### config.mk
export PLATFORM = sky130hd
export DESIGN_NAME = hull_curve_power_speed_map_core
export DESIGN_NICKNAME = d
export VERILOG_FILES = /design/src/rtl/core/hcpsm_pkg.sv /design/src/rtl/core/hcpsm_div.sv /design/src/rtl/core/hull_curve_power_speed_map_core.sv
export VERILOG_INCLUDE_DIRS = /design/src /design/src/rtl/core
export SDC_FILE = /design/constraint.sdc
export NUM_CORES = 2
export LEC_CHECK = 0
export BUFFER_PORTS_ARGS = -buffer_cell sky130_fd_sc_hd__buf_2
export CAP_MARGIN = 25
export CORE_MARGIN = 2
export CORE_UTILIZATION = 52
export DETAILED_ROUTE_END_ITERATION = 8
export PLACE_DENSITY = 0.68
export SYNTH_ARGS = -nofsm -noshare
export SYNTH_HDL_FRONTEND = slang
export SYNTH_HIERARCHICAL = 1
export SYNTH_SLANG_ARGS = --single-unit
### constraint.sdc
create_clock -name clock -period 17.5 [get_ports clock]
set_input_delay 3.5 -clock clock [delete_from_list [all_inputs] [get_ports clock]]
set_output_delay 3.5 -clock clock [all_outputs]
set_load 0.01 [all_outputs]
### src/rtl/core/hull_curve_power_speed_map_core_macros.svh
// assertion macros for the hull curve power/speed map core
// no dependencies; included by the top level before its assertions
`ifndef HULL_CURVE_POWER_SPEED_MAP_CORE_MACROS_SVH
`define HULL_CURVE_POWER_SPEED_MAP_CORE_MACROS_SVH

// same-cycle implication, skipped while reset is high
`define HCPSM_ASSERT_NOW(lbl, clk, rst, ante, cons, msg) \
   lbl: assert property (@(posedge clk) disable iff (rst) (ante) |-> (cons)) \
      else $error(msg);

// next-cycle implication, skipped while reset is high
`define HCPSM_ASSERT_NEXT(lbl, clk, rst, ante, cons, msg) \
   lbl: assert property (@(posedge clk) disable iff (rst) (ante) |=> (cons)) \
      else $error(msg);

`endif

### src/rtl/core/hcpsm_pkg.sv
// shared types and constants of the hull curve power/speed map core
// no dependencies; used by hcpsm_div and the top level
package hcpsm_pkg;

   localparam logic [1:0] ACT_LOAD  = 2'd0;
   localparam logic [1:0] ACT_POWER = 2'd1;
   localparam logic [1:0] ACT_SPEED = 2'd2;

   localparam int         CNT_W     = 4;
   localparam logic [3:0] CNT_RESET = 4'd2;

   localparam logic [31:0] PMAX = 32'hFFFF_FFFF;
   localparam logic [15:0] SMAX = 16'hFFFF;

   // cube root search covers 0..2^17-1, msb first
   localparam logic [4:0] CBRT_MSB = 5'd16;

   localparam int DIV_NUM_W = 49;
   localparam int DIV_DEN_W = 32;

   typedef struct packed {
      logic [1:0]  action;
      logic [2:0]  point_index;
      logic [15:0] point_speed;
      logic [23:0] point_energy;
      logic [15:0] query_speed;
      logic [31:0] query_power;
   } req_type;

   typedef struct packed {
      logic [31:0] power_out;
      logic [15:0] speed_out;
      logic        saturated;
   } rsp_type;

   typedef struct packed {
      logic [15:0] speed;
      logic [23:0] energy;
   } point_type;

   typedef struct packed {
      logic                 start;
      logic [DIV_NUM_W-1:0] num;
      logic [DIV_DEN_W-1:0] den;
   } div_req_type;

   typedef struct packed {
      logic                 done;
      logic [DIV_NUM_W-1:0] quo;
   } div_rsp_type;

endpackage

### src/rtl/core/hcpsm_div.sv
// serial restoring divider, one quotient bit per cycle
// depends on hcpsm_pkg
module hcpsm_div (
   input  logic                    clock,
   input  logic                    reset,
   input  hcpsm_pkg::div_req_type  div_req,
   output hcpsm_pkg::div_rsp_type  div_rsp
);

   localparam int NW = hcpsm_pkg::DIV_NUM_W;
   localparam int DW = hcpsm_pkg::DIV_DEN_W;
   localparam int CW = $clog2(NW);

   logic          busy_ff, busy_in;
   logic          done_ff, done_in;
   logic [CW-1:0] cnt_ff, cnt_in;
   logic [NW-1:0] work_ff, work_in;
   logic [DW:0]   rem_ff, rem_in;
   logic [DW-1:0] den_ff, den_in;
   logic [DW:0]   rem_sh;
   logic          ge;

   assign rem_sh = {rem_ff[DW-1:0], work_ff[NW-1]};
   assign ge     = rem_sh >= {1'b0, den_ff};

   always_comb begin
      busy_in = busy_ff;
      done_in = 1'b0;
      cnt_in  = cnt_ff;
      work_in = work_ff;
      rem_in  = rem_ff;
      den_in  = den_ff;
      if (div_req.start) begin
         busy_in = 1'b1;
         cnt_in  = CW'(NW - 1);
         work_in = div_req.num;
         rem_in  = '0;
         den_in  = div_req.den;
      end else if (busy_ff) begin
         // quotient bits shift in at the bottom as the dividend leaves the top
         work_in = {work_ff[NW-2:0], ge};
         rem_in  = ge ? (rem_sh - {1'b0, den_ff}) : rem_sh;
         cnt_in  = cnt_ff - 1'b1;
         if (cnt_ff == '0) begin
            busy_in = 1'b0;
            done_in = 1'b1;
         end
      end
   end

   always_ff @(posedge clock) begin
      if (reset) begin
         busy_ff <= 1'b0;
         done_ff <= 1'b0;
      end else begin
         busy_ff <= busy_in;
         done_ff <= done_in;
      end
   end

   always_ff @(posedge clock) begin
      cnt_ff  <= cnt_in;
      work_ff <= work_in;
      rem_ff  <= rem_in;
      den_ff  <= den_in;
   end

   assign div_rsp.done = done_ff;
   assign div_rsp.quo  = work_ff;

endmodule

### src/rtl/core/hull_curve_power_speed_map_core.sv
// Power/speed curve lookup with piecewise linear interpolation over a loaded table.
// Request channel req_* carries one item per transfer: a point load (action 0),
// a power-from-speed query (action 1) or a speed-from-power query (action 2);
// action 3 is taken and dropped. Loads and dropped items give no response.
// Each query gives one transfer on rsp_*. csr_* writes the active point count.
// A load is written to the point memory when it is accepted. A query walks the
// point memory one entry per read, then either interpolates (through the
// 49-step serial divider), scales by the cube of the speed ratio (up to
// three passes through the divider) or searches a cube root (17 steps,
// each with passes through the shared multiplier).
// One query is in flight at a time; the next request is taken as soon as the
// result sits in the output register, even if the receiver has not taken it.
// A stalled receiver holds the output register and the finished query waits
// in its last state until the register frees up.
// Reset clears the control state and sets the point count to two; the point
// memory is not cleared and an entry must be loaded before a query reads it.
// Depends on hcpsm_pkg, hcpsm_div and the macros header.
`include "hull_curve_power_speed_map_core_macros.svh"

module hull_curve_power_speed_map_core #(
   parameter int MAX_POINTS = 8
) (
   input  logic                            clock,
   input  logic                            reset,
   input  logic                            req_valid,
   output logic                            req_ready,
   input  hcpsm_pkg::req_type              req_data,
   output logic                            rsp_valid,
   input  logic                            rsp_ready,
   output hcpsm_pkg::rsp_type              rsp_data,
   input  logic                            csr_valid,
   output logic                            csr_ready,
   input  logic [hcpsm_pkg::CNT_W-1:0]     csr_data
);

   localparam int         AW   = $clog2(MAX_POINTS);
   localparam logic [7:0] MAXP = 8'(MAX_POINTS);

   typedef enum logic [25:0] {
      S_IDLE      = 26'h0000001,
      S_FIRST     = 26'h0000002,
      S_LAST      = 26'h0000004,
      S_LAST_PP   = 26'h0000008,
      S_SCAN_RD   = 26'h0000010,
      S_SCAN_CHK  = 26'h0000020,
      S_SCAN_PP   = 26'h0000040,
      S_INT_MUL   = 26'h0000080,
      S_INT_DIV   = 26'h0000100,
      S_INT_WAIT  = 26'h0000200,
      S_INT_END   = 26'h0000400,
      S_INT_PMUL  = 26'h0000800,
      S_CUBE_MUL  = 26'h0001000,
      S_CUBE_DIV  = 26'h0002000,
      S_CUBE_WAIT = 26'h0004000,
      S_CB_S2     = 26'h0008000,
      S_CB_S3     = 26'h0010000,
      S_CB_R0     = 26'h0020000,
      S_CB_R1     = 26'h0040000,
      S_CB_R2     = 26'h0080000,
      S_CB_C2     = 26'h0100000,
      S_CB_C3     = 26'h0200000,
      S_CB_T0     = 26'h0400000,
      S_CB_T1     = 26'h0800000,
      S_CB_CMP    = 26'h1000000,
      S_DONE      = 26'h2000000
   } state_type;

   state_type state_ff, state_in;
   logic [hcpsm_pkg::CNT_W-1:0] count_ff;
   logic               rsp_valid_ff;
   hcpsm_pkg::rsp_type rsp_data_ff;

   hcpsm_pkg::point_type pt_mem [MAX_POINTS];
   hcpsm_pkg::point_type rd_ff;
   logic          mem_re, mem_we;
   logic [AW-1:0] rd_addr, wr_addr;

   logic          is_spd_ff;
   logic [15:0]   qv_ff;
   logic [31:0]   qp_ff;
   logic [15:0]   a_s_ff;
   logic [23:0]   a_e_ff;
   logic [31:0]   a_p_ff;
   logic [AW-1:0] i_ff;
   logic          neg_ff;
   logic [31:0]   den_ff;
   logic [23:0]   e_ff;
   logic [31:0]   x_ff;
   logic [1:0]    k_ff;
   logic [15:0]   ref_s_ff;
   logic [31:0]   ref_p_ff;
   logic [47:0]   s3_ff;
   logic [63:0]   acc_ff;
   logic [79:0]   rhs_ff;
   logic [50:0]   c3_ff;
   logic [16:0]   y_ff;
   logic [4:0]    bit_ff;
   logic [31:0]   res_power_ff;
   logic [15:0]   res_speed_ff;
   logic          res_sat_ff;

   logic [33:0]   mul_a;
   logic [31:0]   mul_b;
   logic [65:0]   prod_ff;

   hcpsm_pkg::div_req_type div_req;
   hcpsm_pkg::div_rsp_type div_rsp;

   logic          accept, load_out;
   logic [7:0]    count8, n8;
   logic [AW-1:0] last_idx;
   logic [31:0]   pp;
   logic          low_hit, high_hit, scan_hit;
   logic [15:0]   ref_s_sel;
   logic [31:0]   ref_p_sel;
   logic          e_up, s_up;
   logic [23:0]   e_mag;
   logic [15:0]   s_mag;
   logic [48:0]   q;
   logic [25:0]   e26;
   logic [17:0]   s18;
   logic [16:0]   cand, y_new;
   logic [82:0]   lhs;
   logic          cmp_ok, q_big;

   assign req_ready = (state_ff == S_IDLE);
   assign accept    = req_valid && req_ready;
   assign csr_ready = 1'b1;
   assign load_out  = (state_ff == S_DONE) && (!rsp_valid_ff || rsp_ready);

   // active point count, clamped to 2..MAX_POINTS
   assign count8   = {4'b0, count_ff};
   assign n8       = (count8 < 8'd2) ? 8'd2 : ((count8 > MAXP) ? MAXP : count8);
   assign last_idx = AW'(n8 - 8'd1);

   // point power from the product register, Q24.8
   assign pp = prod_ff[39:8];

   assign low_hit   = is_spd_ff ? (qp_ff <= a_p_ff) : (qv_ff <= a_s_ff);
   assign high_hit  = is_spd_ff ? (qp_ff >= pp) : (qv_ff >= rd_ff.speed);
   assign ref_s_sel = low_hit ? a_s_ff : rd_ff.speed;
   assign ref_p_sel = low_hit ? a_p_ff : pp;
   assign scan_hit  = is_spd_ff ? (qp_ff <= pp) : (qv_ff <= rd_ff.speed);

   assign e_up  = rd_ff.energy >= a_e_ff;
   assign e_mag = e_up ? (rd_ff.energy - a_e_ff) : (a_e_ff - rd_ff.energy);
   assign s_up  = rd_ff.speed >= a_s_ff;
   assign s_mag = s_up ? (rd_ff.speed - a_s_ff) : (a_s_ff - rd_ff.speed);

   assign q     = div_rsp.quo;
   assign q_big = |q[48:32];
   assign e26   = neg_ff ? ({2'b0, a_e_ff} - q[25:0]) : ({2'b0, a_e_ff} + q[25:0]);
   assign s18   = neg_ff ? ({2'b0, a_s_ff} - q[17:0]) : ({2'b0, a_s_ff} + q[17:0]);

   // cube root: keep the candidate bit when cand^3 * pref <= s^3 * p
   assign cand   = y_ff | (17'd1 << bit_ff);
   assign lhs    = 83'(acc_ff) + {prod_ff[50:0], 32'b0};
   assign cmp_ok = lhs <= 83'(rhs_ff);
   assign y_new  = cmp_ok ? cand : y_ff;

   // point memory ports
   assign mem_we  = accept && (req_data.action == hcpsm_pkg::ACT_LOAD) &&
                    ({5'b0, req_data.point_index} < MAXP);
   assign wr_addr = AW'(req_data.point_index);

   always_comb begin
      mem_re  = 1'b0;
      rd_addr = '0;
      case (state_ff)
         S_IDLE: begin
            mem_re = accept && (req_data.action == hcpsm_pkg::ACT_POWER ||
                                req_data.action == hcpsm_pkg::ACT_SPEED);
         end
         S_FIRST: begin
            mem_re  = 1'b1;
            rd_addr = last_idx;
         end
         S_SCAN_RD: begin
            mem_re  = 1'b1;
            rd_addr = i_ff;
         end
         default: ;
      endcase
   end

   always_ff @(posedge clock) begin
      if (mem_we) begin
         pt_mem[wr_addr] <= {req_data.point_speed, req_data.point_energy};
      end
      if (mem_re) begin
         rd_ff <= pt_mem[rd_addr];
      end
   end

   // shared multiplier operands
   always_comb begin
      mul_a = '0;
      mul_b = '0;
      case (state_ff)
         S_FIRST, S_LAST, S_SCAN_CHK: begin
            mul_a = 34'(rd_ff.energy);
            mul_b = 32'(rd_ff.speed);
         end
         S_INT_MUL: begin
            if (is_spd_ff) begin
               mul_a = 34'(qp_ff - a_p_ff);
               mul_b = 32'(s_mag);
            end else begin
               mul_a = 34'(qv_ff - a_s_ff);
               mul_b = 32'(e_mag);
            end
         end
         S_INT_END: begin
            mul_a = 34'(e_ff);
            mul_b = 32'(qv_ff);
         end
         S_CUBE_MUL: begin
            mul_a = 34'(x_ff);
            mul_b = 32'(qv_ff);
         end
         S_CB_S2: begin
            mul_a = 34'(ref_s_ff);
            mul_b = 32'(ref_s_ff);
         end
         S_CB_S3: begin
            mul_a = 34'(prod_ff[31:0]);
            mul_b = 32'(ref_s_ff);
         end
         S_CB_R0: begin
            mul_a = 34'(prod_ff[31:0]);
            mul_b = qp_ff;
         end
         S_CB_R1: begin
            mul_a = 34'(s3_ff[47:32]);
            mul_b = qp_ff;
         end
         S_CB_C2: begin
            mul_a = 34'(cand);
            mul_b = 32'(cand);
         end
         S_CB_C3: begin
            mul_a = prod_ff[33:0];
            mul_b = 32'(cand);
         end
         S_CB_T0: begin
            mul_a = 34'(prod_ff[31:0]);
            mul_b = ref_p_ff;
         end
         S_CB_T1: begin
            mul_a = 34'(c3_ff[50:32]);
            mul_b = ref_p_ff;
         end
         default: ;
      endcase
   end

   assign div_req.start = (state_ff == S_INT_DIV) || (state_ff == S_CUBE_DIV);
   assign div_req.num   = prod_ff[48:0];
   assign div_req.den   = den_ff;

   hcpsm_div u_div (
      .clock   (clock),
      .reset   (reset),
      .div_req (div_req),
      .div_rsp (div_rsp)
   );

   always_comb begin
      state_in = state_ff;
      case (state_ff)
         S_IDLE: begin
            if (accept) begin
               case (req_data.action)
                  hcpsm_pkg::ACT_POWER: state_in = S_FIRST;
                  hcpsm_pkg::ACT_SPEED: begin
                     state_in = (req_data.query_power == '0) ? S_DONE : S_FIRST;
                  end
                  default: state_in = S_IDLE;
               endcase
            end
         end
         S_FIRST:   state_in = S_LAST;
         S_LAST:    state_in = S_LAST_PP;
         S_LAST_PP: begin
            if (low_hit || high_hit) begin
               if (is_spd_ff) begin
                  state_in = S_CB_S2;
               end else begin
                  state_in = (ref_s_sel == '0) ? S_DONE : S_CUBE_MUL;
               end
            end else begin
               state_in = S_SCAN_RD;
            end
         end
         S_SCAN_RD:  state_in = S_SCAN_CHK;
         S_SCAN_CHK: state_in = S_SCAN_PP;
         S_SCAN_PP:  state_in = scan_hit ? S_INT_MUL : S_SCAN_RD;
         S_INT_MUL:  state_in = S_INT_DIV;
         S_INT_DIV:  state_in = S_INT_WAIT;
         S_INT_WAIT: begin
            if (div_rsp.done) begin
               state_in = is_spd_ff ? S_DONE : S_INT_END;
            end
         end
         S_INT_END:  state_in = S_INT_PMUL;
         S_INT_PMUL: state_in = S_DONE;
         S_CUBE_MUL: state_in = S_CUBE_DIV;
         S_CUBE_DIV: state_in = S_CUBE_WAIT;
         S_CUBE_WAIT: begin
            if (div_rsp.done) begin
               state_in = (q_big || k_ff == 2'd2) ? S_DONE : S_CUBE_MUL;
            end
         end
         S_CB_S2:  state_in = S_CB_S3;
         S_CB_S3:  state_in = S_CB_R0;
         S_CB_R0:  state_in = S_CB_R1;
         S_CB_R1:  state_in = S_CB_R2;
         S_CB_R2:  state_in = S_CB_C2;
         S_CB_C2:  state_in = S_CB_C3;
         S_CB_C3:  state_in = S_CB_T0;
         S_CB_T0:  state_in = S_CB_T1;
         S_CB_T1:  state_in = S_CB_CMP;
         S_CB_CMP: state_in = (bit_ff == '0) ? S_DONE : S_CB_C2;
         S_DONE: begin
            if (load_out) begin
               state_in = S_IDLE;
            end
         end
         default: state_in = S_IDLE;
      endcase
   end

   always_ff @(posedge clock) begin
      if (reset) begin
         state_ff     <= S_IDLE;
         count_ff     <= hcpsm_pkg::CNT_RESET;
         rsp_valid_ff <= 1'b0;
      end else begin
         state_ff <= state_in;
         if (csr_valid) begin
            count_ff <= csr_data;
         end
         if (load_out) begin
            rsp_valid_ff <= 1'b1;
         end else if (rsp_ready) begin
            rsp_valid_ff <= 1'b0;
         end
      end
   end

   always_ff @(posedge clock) begin
      prod_ff <= mul_a * mul_b;
      if (load_out) begin
         rsp_data_ff.power_out <= res_power_ff;
         rsp_data_ff.speed_out <= res_speed_ff;
         rsp_data_ff.saturated <= res_sat_ff;
      end
      case (state_ff)
         S_IDLE: begin
            qv_ff        <= req_data.query_speed;
            qp_ff        <= req_data.query_power;
            is_spd_ff    <= (req_data.action == hcpsm_pkg::ACT_SPEED);
            res_power_ff <= '0;
            res_speed_ff <= '0;
            res_sat_ff   <= 1'b0;
         end
         S_FIRST: begin
            a_s_ff <= rd_ff.speed;
            a_e_ff <= rd_ff.energy;
         end
         S_LAST: a_p_ff <= pp;
         S_LAST_PP: begin
            i_ff     <= AW'(1);
            ref_s_ff <= ref_s_sel;
            ref_p_ff <= ref_p_sel;
            x_ff     <= ref_p_sel;
            den_ff   <= 32'(ref_s_sel);
            k_ff     <= '0;
            y_ff     <= '0;
            bit_ff   <= hcpsm_pkg::CBRT_MSB;
            // zero reference speed: zero stays zero, anything else clips
            if (!is_spd_ff && (low_hit || high_hit) && (ref_s_sel == '0) &&
                (qv_ff != '0)) begin
               res_power_ff <= hcpsm_pkg::PMAX;
               res_sat_ff   <= 1'b1;
            end
         end
         S_SCAN_PP: begin
            if (scan_hit) begin
               den_ff <= is_spd_ff ? (pp - a_p_ff) : 32'(rd_ff.speed - a_s_ff);
               neg_ff <= is_spd_ff ? !s_up : !e_up;
            end else begin
               a_s_ff <= rd_ff.speed;
               a_e_ff <= rd_ff.energy;
               a_p_ff <= pp;
               i_ff   <= i_ff + 1'b1;
            end
         end
         S_INT_WAIT: begin
            if (div_rsp.done) begin
               if (!is_spd_ff) begin
                  e_ff <= e26[25] ? '0 : e26[23:0];
               end else if (s18[17]) begin
                  res_speed_ff <= '0;
               end else if (s18[16]) begin
                  res_speed_ff <= hcpsm_pkg::SMAX;
                  res_sat_ff   <= 1'b1;
               end else begin
                  res_speed_ff <= s18[15:0];
               end
            end
         end
         S_INT_PMUL: res_power_ff <= pp;
         S_CUBE_WAIT: begin
            if (div_rsp.done) begin
               if (q_big) begin
                  res_power_ff <= hcpsm_pkg::PMAX;
                  res_sat_ff   <= 1'b1;
               end else begin
                  res_power_ff <= q[31:0];
                  x_ff         <= q[31:0];
                  k_ff         <= k_ff + 1'b1;
               end
            end
         end
         S_CB_R0: s3_ff  <= prod_ff[47:0];
         S_CB_R1: acc_ff <= prod_ff[63:0];
         S_CB_R2: rhs_ff <= 80'(acc_ff) + {prod_ff[47:0], 32'b0};
         S_CB_T0: c3_ff  <= prod_ff[50:0];
         S_CB_T1: acc_ff <= prod_ff[63:0];
         S_CB_CMP: begin
            y_ff   <= y_new;
            bit_ff <= bit_ff - 1'b1;
            if (bit_ff == '0) begin
               res_speed_ff <= y_new[16] ? hcpsm_pkg::SMAX : y_new[15:0];
               res_sat_ff   <= y_new[16];
            end
         end
         default: ;
      endcase
   end

   assign rsp_valid = rsp_valid_ff;
   assign rsp_data  = rsp_data_ff;

   `HCPSM_ASSERT_NOW(a_div_done_waiting, clock, reset, div_rsp.done, (state_ff == S_INT_WAIT) || (state_ff == S_CUBE_WAIT), "divider finished outside a wait state")
   `HCPSM_ASSERT_NOW(a_scan_in_range, clock, reset, state_ff == S_SCAN_RD, (i_ff != '0) && (i_ff <= last_idx), "segment scan ran past the last point")
   `HCPSM_ASSERT_NOW(a_one_result_field, clock, reset, rsp_valid_ff, (rsp_data_ff.power_out == '0) || (rsp_data_ff.speed_out == '0), "response carries both power and speed")
   `HCPSM_ASSERT_NEXT(a_result_loaded, clock, reset, load_out, rsp_valid_ff && (state_ff == S_IDLE), "finished query did not reach the output register")

endmodule
==> results.tsv <==
stage	metric	value	unit
sta	rsz0062_at_grt	no	
layout	nets	11200	
global_routing	grt.total_usage	36.8	%
clocking	postCtsSetupBuffers	0	
synth	synth_top_area_share	31.7	%
clocking	clk_pin_slew_worst_paths	0.06	ns
synth	synthTopCellsByArea	edfxtp_1 (32%), fa_1 (20%), ha_1 (8.6%), inv_1 (5.5%), nand2_1 (4.6%)	
placed_design	gp_congestion	1.03	
layout	area_delta_synth_final	8.52	%
global_routing	grt_pass1_wl	496000	um
detailed_routing	vias_per_cell	6.12	
critical_path	crit_top_cell	fa_1	
floorplanning	die_w	431	um
synth	synth_fa_ha_area_share	29.0	%
sta	setup_violations	0	
sta	slew_viol_final	0	
sta	min_period_over_period	73.3	%
synth	synth-simple-area-share	13.6	%
detailed_routing	top_layer	met5	
detailed_routing	wl_per_cell	28.6	um
critical_path	slowest_delay	0.82	ns
floorplanning	boundaryPins	154	
synth	synth_xor_area_share	2.87	%
global_routing	grt_max_degree	161	
floorplanning	start_util	52.4	%
synth	ys_async_sr_fraction	0	%
synth	ys_ff_latch	1138	
sta	holdWs	0.387	ns
detailed_routing	ant_nets	0	
detailed_routing	dr_wl_met2	142000	um
synth	synth_edf_count	1003	
critical_path	start_kind	flop	
synth	synth-seq-area-share	34.6	%
power_and_ir_drop	leakagePower	44.7	nW
synth	synth_top_family_by_area	adder cells	
floorplanning	rows	156	
critical_path	crit_fanout	40	
synth	synth_compound_area_share	10.6	%
critical_path	cp.required	18.18	ns
synth	synthCells	9419	
detailed_routing	drt_pass1_iterations	9	
layout	regArea	32800	um^2
sta	worst-slew-pin-transition	1.27	ns
clocking	clk_latency	0.81	ns
sta	clock-skew-final	0.0651	ns
clocking	htree_levels	3	
critical_path	cp.arrival	13.51	ns
clocking	cts_buffers	121	
clocking	clockRootBuffer	clkbuf_16	
critical_path	worst_setup_path_end_kind	flop	
detailed_routing	dr_wl_met3	46500	um
critical_path	slowest_stage	o21a_1	
clocking	hold_buffers	0	
placed_design	portBuffers	152	
placed_design	dp_hpwl	252000	um
run_status	outcome	finished clean	
synth	synthMuxAreaShare	1.71	%
sta	final-hold-violation-count	0	
global_routing	grt_pass1_vias	73300	
clocking	cts_resized	0	
synth	synth_area	95000	um^2
clocking	cts_tree	yes	
floorplanning	die_h	431	um
layout	multi_input_area	55400	um^2
synth	yosys_warnings	6	
hold_path	hp-class	flop to flop	
power_and_ir_drop	power_density	60.1	nW/um^2
detailed_routing	first_iter_violations	9077	
critical_path	crit_type	flop to flop	
sta	min_period	12.84	ns
floorplanning	core	181000	um^2
flow_run	maxCapViolCount	0	
synth	ys_types	115	
global_routing	antenna_found_initial	30	
synth	synth_ff_type	edfxtp_1	
clocking	clockBufferDepth	3	
critical_path	path_buf_inv	8	
synth	avgSynthCellArea	10.1	um^2
detailed_routing	wl_met1	134000	um
sta	fin_setup_tns	0	ns
clocking	cts_sinks	1138	
floorplanning	die_area	186000	um^2
layout	drive_above_1_share	8.18	%
detailed_routing	vias	73400	
critical_path	rr_startpoint	rd_ff[0]	
synth	yosysTopAreaCell	edfxtp_1	
layout	final_util	56.9	%
layout	fillCellCount	15600	
critical_path	path_delay_family	adder cells	
sta	slew_headroom	15.3	%
critical_path	startpoint	rd_ff[0]	
detailed_routing	post-route-drc-count	0	
global_routing	grt_overflow	0	
sta	fmax	77.9	MHz
detailed_routing	wirelength	343000	um
hold_path	hp-start	prod_ff[55]	
power_and_ir_drop	peakVddDrop	97.0	uV
[final timing paths]
kind                               endpoint  slack, ns  cells past startpoint
worst min-delay path             acc_ff[55]       0.39                      0
worst min register to register   acc_ff[55]       0.39                      0
worst max-delay path            prod_ff[62]       4.66                     43
worst max register to register  prod_ff[62]       4.66                     43
[routing by layer]
metal  GRT usage (%)  vias up
li1                -    31700
met1            49.4    36500
met2            52.7     4344
met3            13.2      892
met4            18.0       30
met5           0.416        -
[metrics by stage]
step	setup slack [ns]	power (mW)	std cells	instance area, um^2
6_report	4.66	6.19	12000	103000
3_5_place_dp	4.84	3.60	11800	98900
4_1_cts	4.84	6.19	12000	103000
2_1_floorplan	6.74	3.39	9431	95000
3_3_place_gp	5.08	3.59	11700	98800
5_1_grt	4.34	6.35	12000	103000
[placed cells by master, fill, tap and decap left out, types with 27 or more instances in the layout]
master	count
a222oi_1	29
nand4_1	75
nand3_1	157
and3_1	27
buf_2	152
a211oi_1	65
mux2i_1	98
nor2_1	900
nor3_1	93
ha_1	653
fa_1	966
nand2b_1	146
xor2_1	107
edfxtp_1	1003
nor4_1	51
a21oi_1	385
nand2_1	1152
buf_4	219
mux2_2	56
o21ai_0	300
o21a_1	56
o21bai_1	41
nor2b_1	81
a31oi_1	33
clkbuf_16	124
xnor2_1	201
dfxtp_1	134
and2_1	48
inv_1	1382
a221o_1	54
a21o_1	155
o211ai_1	62
[registers in the layout (all words and copies together) (netlist names), 40 cells and up]
signal,cells
acc_ff,64
prod_ff,64
pt_mem,320
rd_ff,40
rhs_ff,80
rsp_data,49
u_div/work_ff,49
[final cells by class]
type	instances	share of cell area, %
Antenna cell	20	0.0486
Clock buffer	154	3.18
Clock inverter	73	0.753
Inverter	1386	5.05
Multi-Input combinational cell	6482	53.8
Sequential cell	1138	31.8
Tap cell	2370	2.88
Timing Repair Buffer	379	2.50
[synth_stat cells (16+ instances only)]
cell       count
inv_1       1386
nand2_1     1154
edfxtp_1    1003
fa_1         966
nor2_1       908
ha_1         653
a21oi_1      388
o21ai_0      301
clkbuf_1     218
xnor2_1      202
nand3_1      160
a21o_1       155
nand2b_1     146
dfxtp_1      135
buf_2        129
xor2_1       107
mux2i_1       98
nor3_1        96
nor2b_1       82
nand4_1       75
a211oi_1      65
o211ai_1      62
o21a_1        57
mux2_2        56
a221o_1       55
nor4_1        52
and2_1        48
o21bai_1      41
buf_4         40
a31oi_1       33
a222oi_1      29
and3_1        29
a22oi_1       26
or3_1         23
a311oi_1      20
a221oi_1      19
buf_1         19
o31ai_1       17
o2111ai_1     16
[cell families after synthesis]
family / count (synthesis)
simple gates: 2903
buf+inv: 1811
fa+ha+maj: 1619
compound gates: 1481
flops: 1138
xor+xnor: 310
mux: 155
other cells: 2
[worst register-to-register path: cells and delay by family (launching register included)]
kind | cells | cell delay (ns)
AO/OA/AOI/OAI | 18 | 4.85
XOR/XNOR | 2 | 0.42
adder cells (fa/ha/maj) | 11 | 5.14
buffers and inverters | 8 | 0.90
flip-flops | 1 | 0.44
multiplexers | 1 | 0.34
AND/OR/NAND/NOR | 3 | 0.63
[where the power goes]
| group | switching (mW) | leakage, nW | internal, mW | total, mW |
|---|---|---|---|---|
| clock network | 1.17 | 1.94 | 1.46 | 2.63 |
| registers | 0.0567 | 10.6 | 2.99 | 3.05 |
| logic | 0.341 | 32.2 | 0.176 | 0.517 |
| total | 1.57 | 44.7 | 4.62 | 6.19 |
Power figures use the tool's default switching activity.
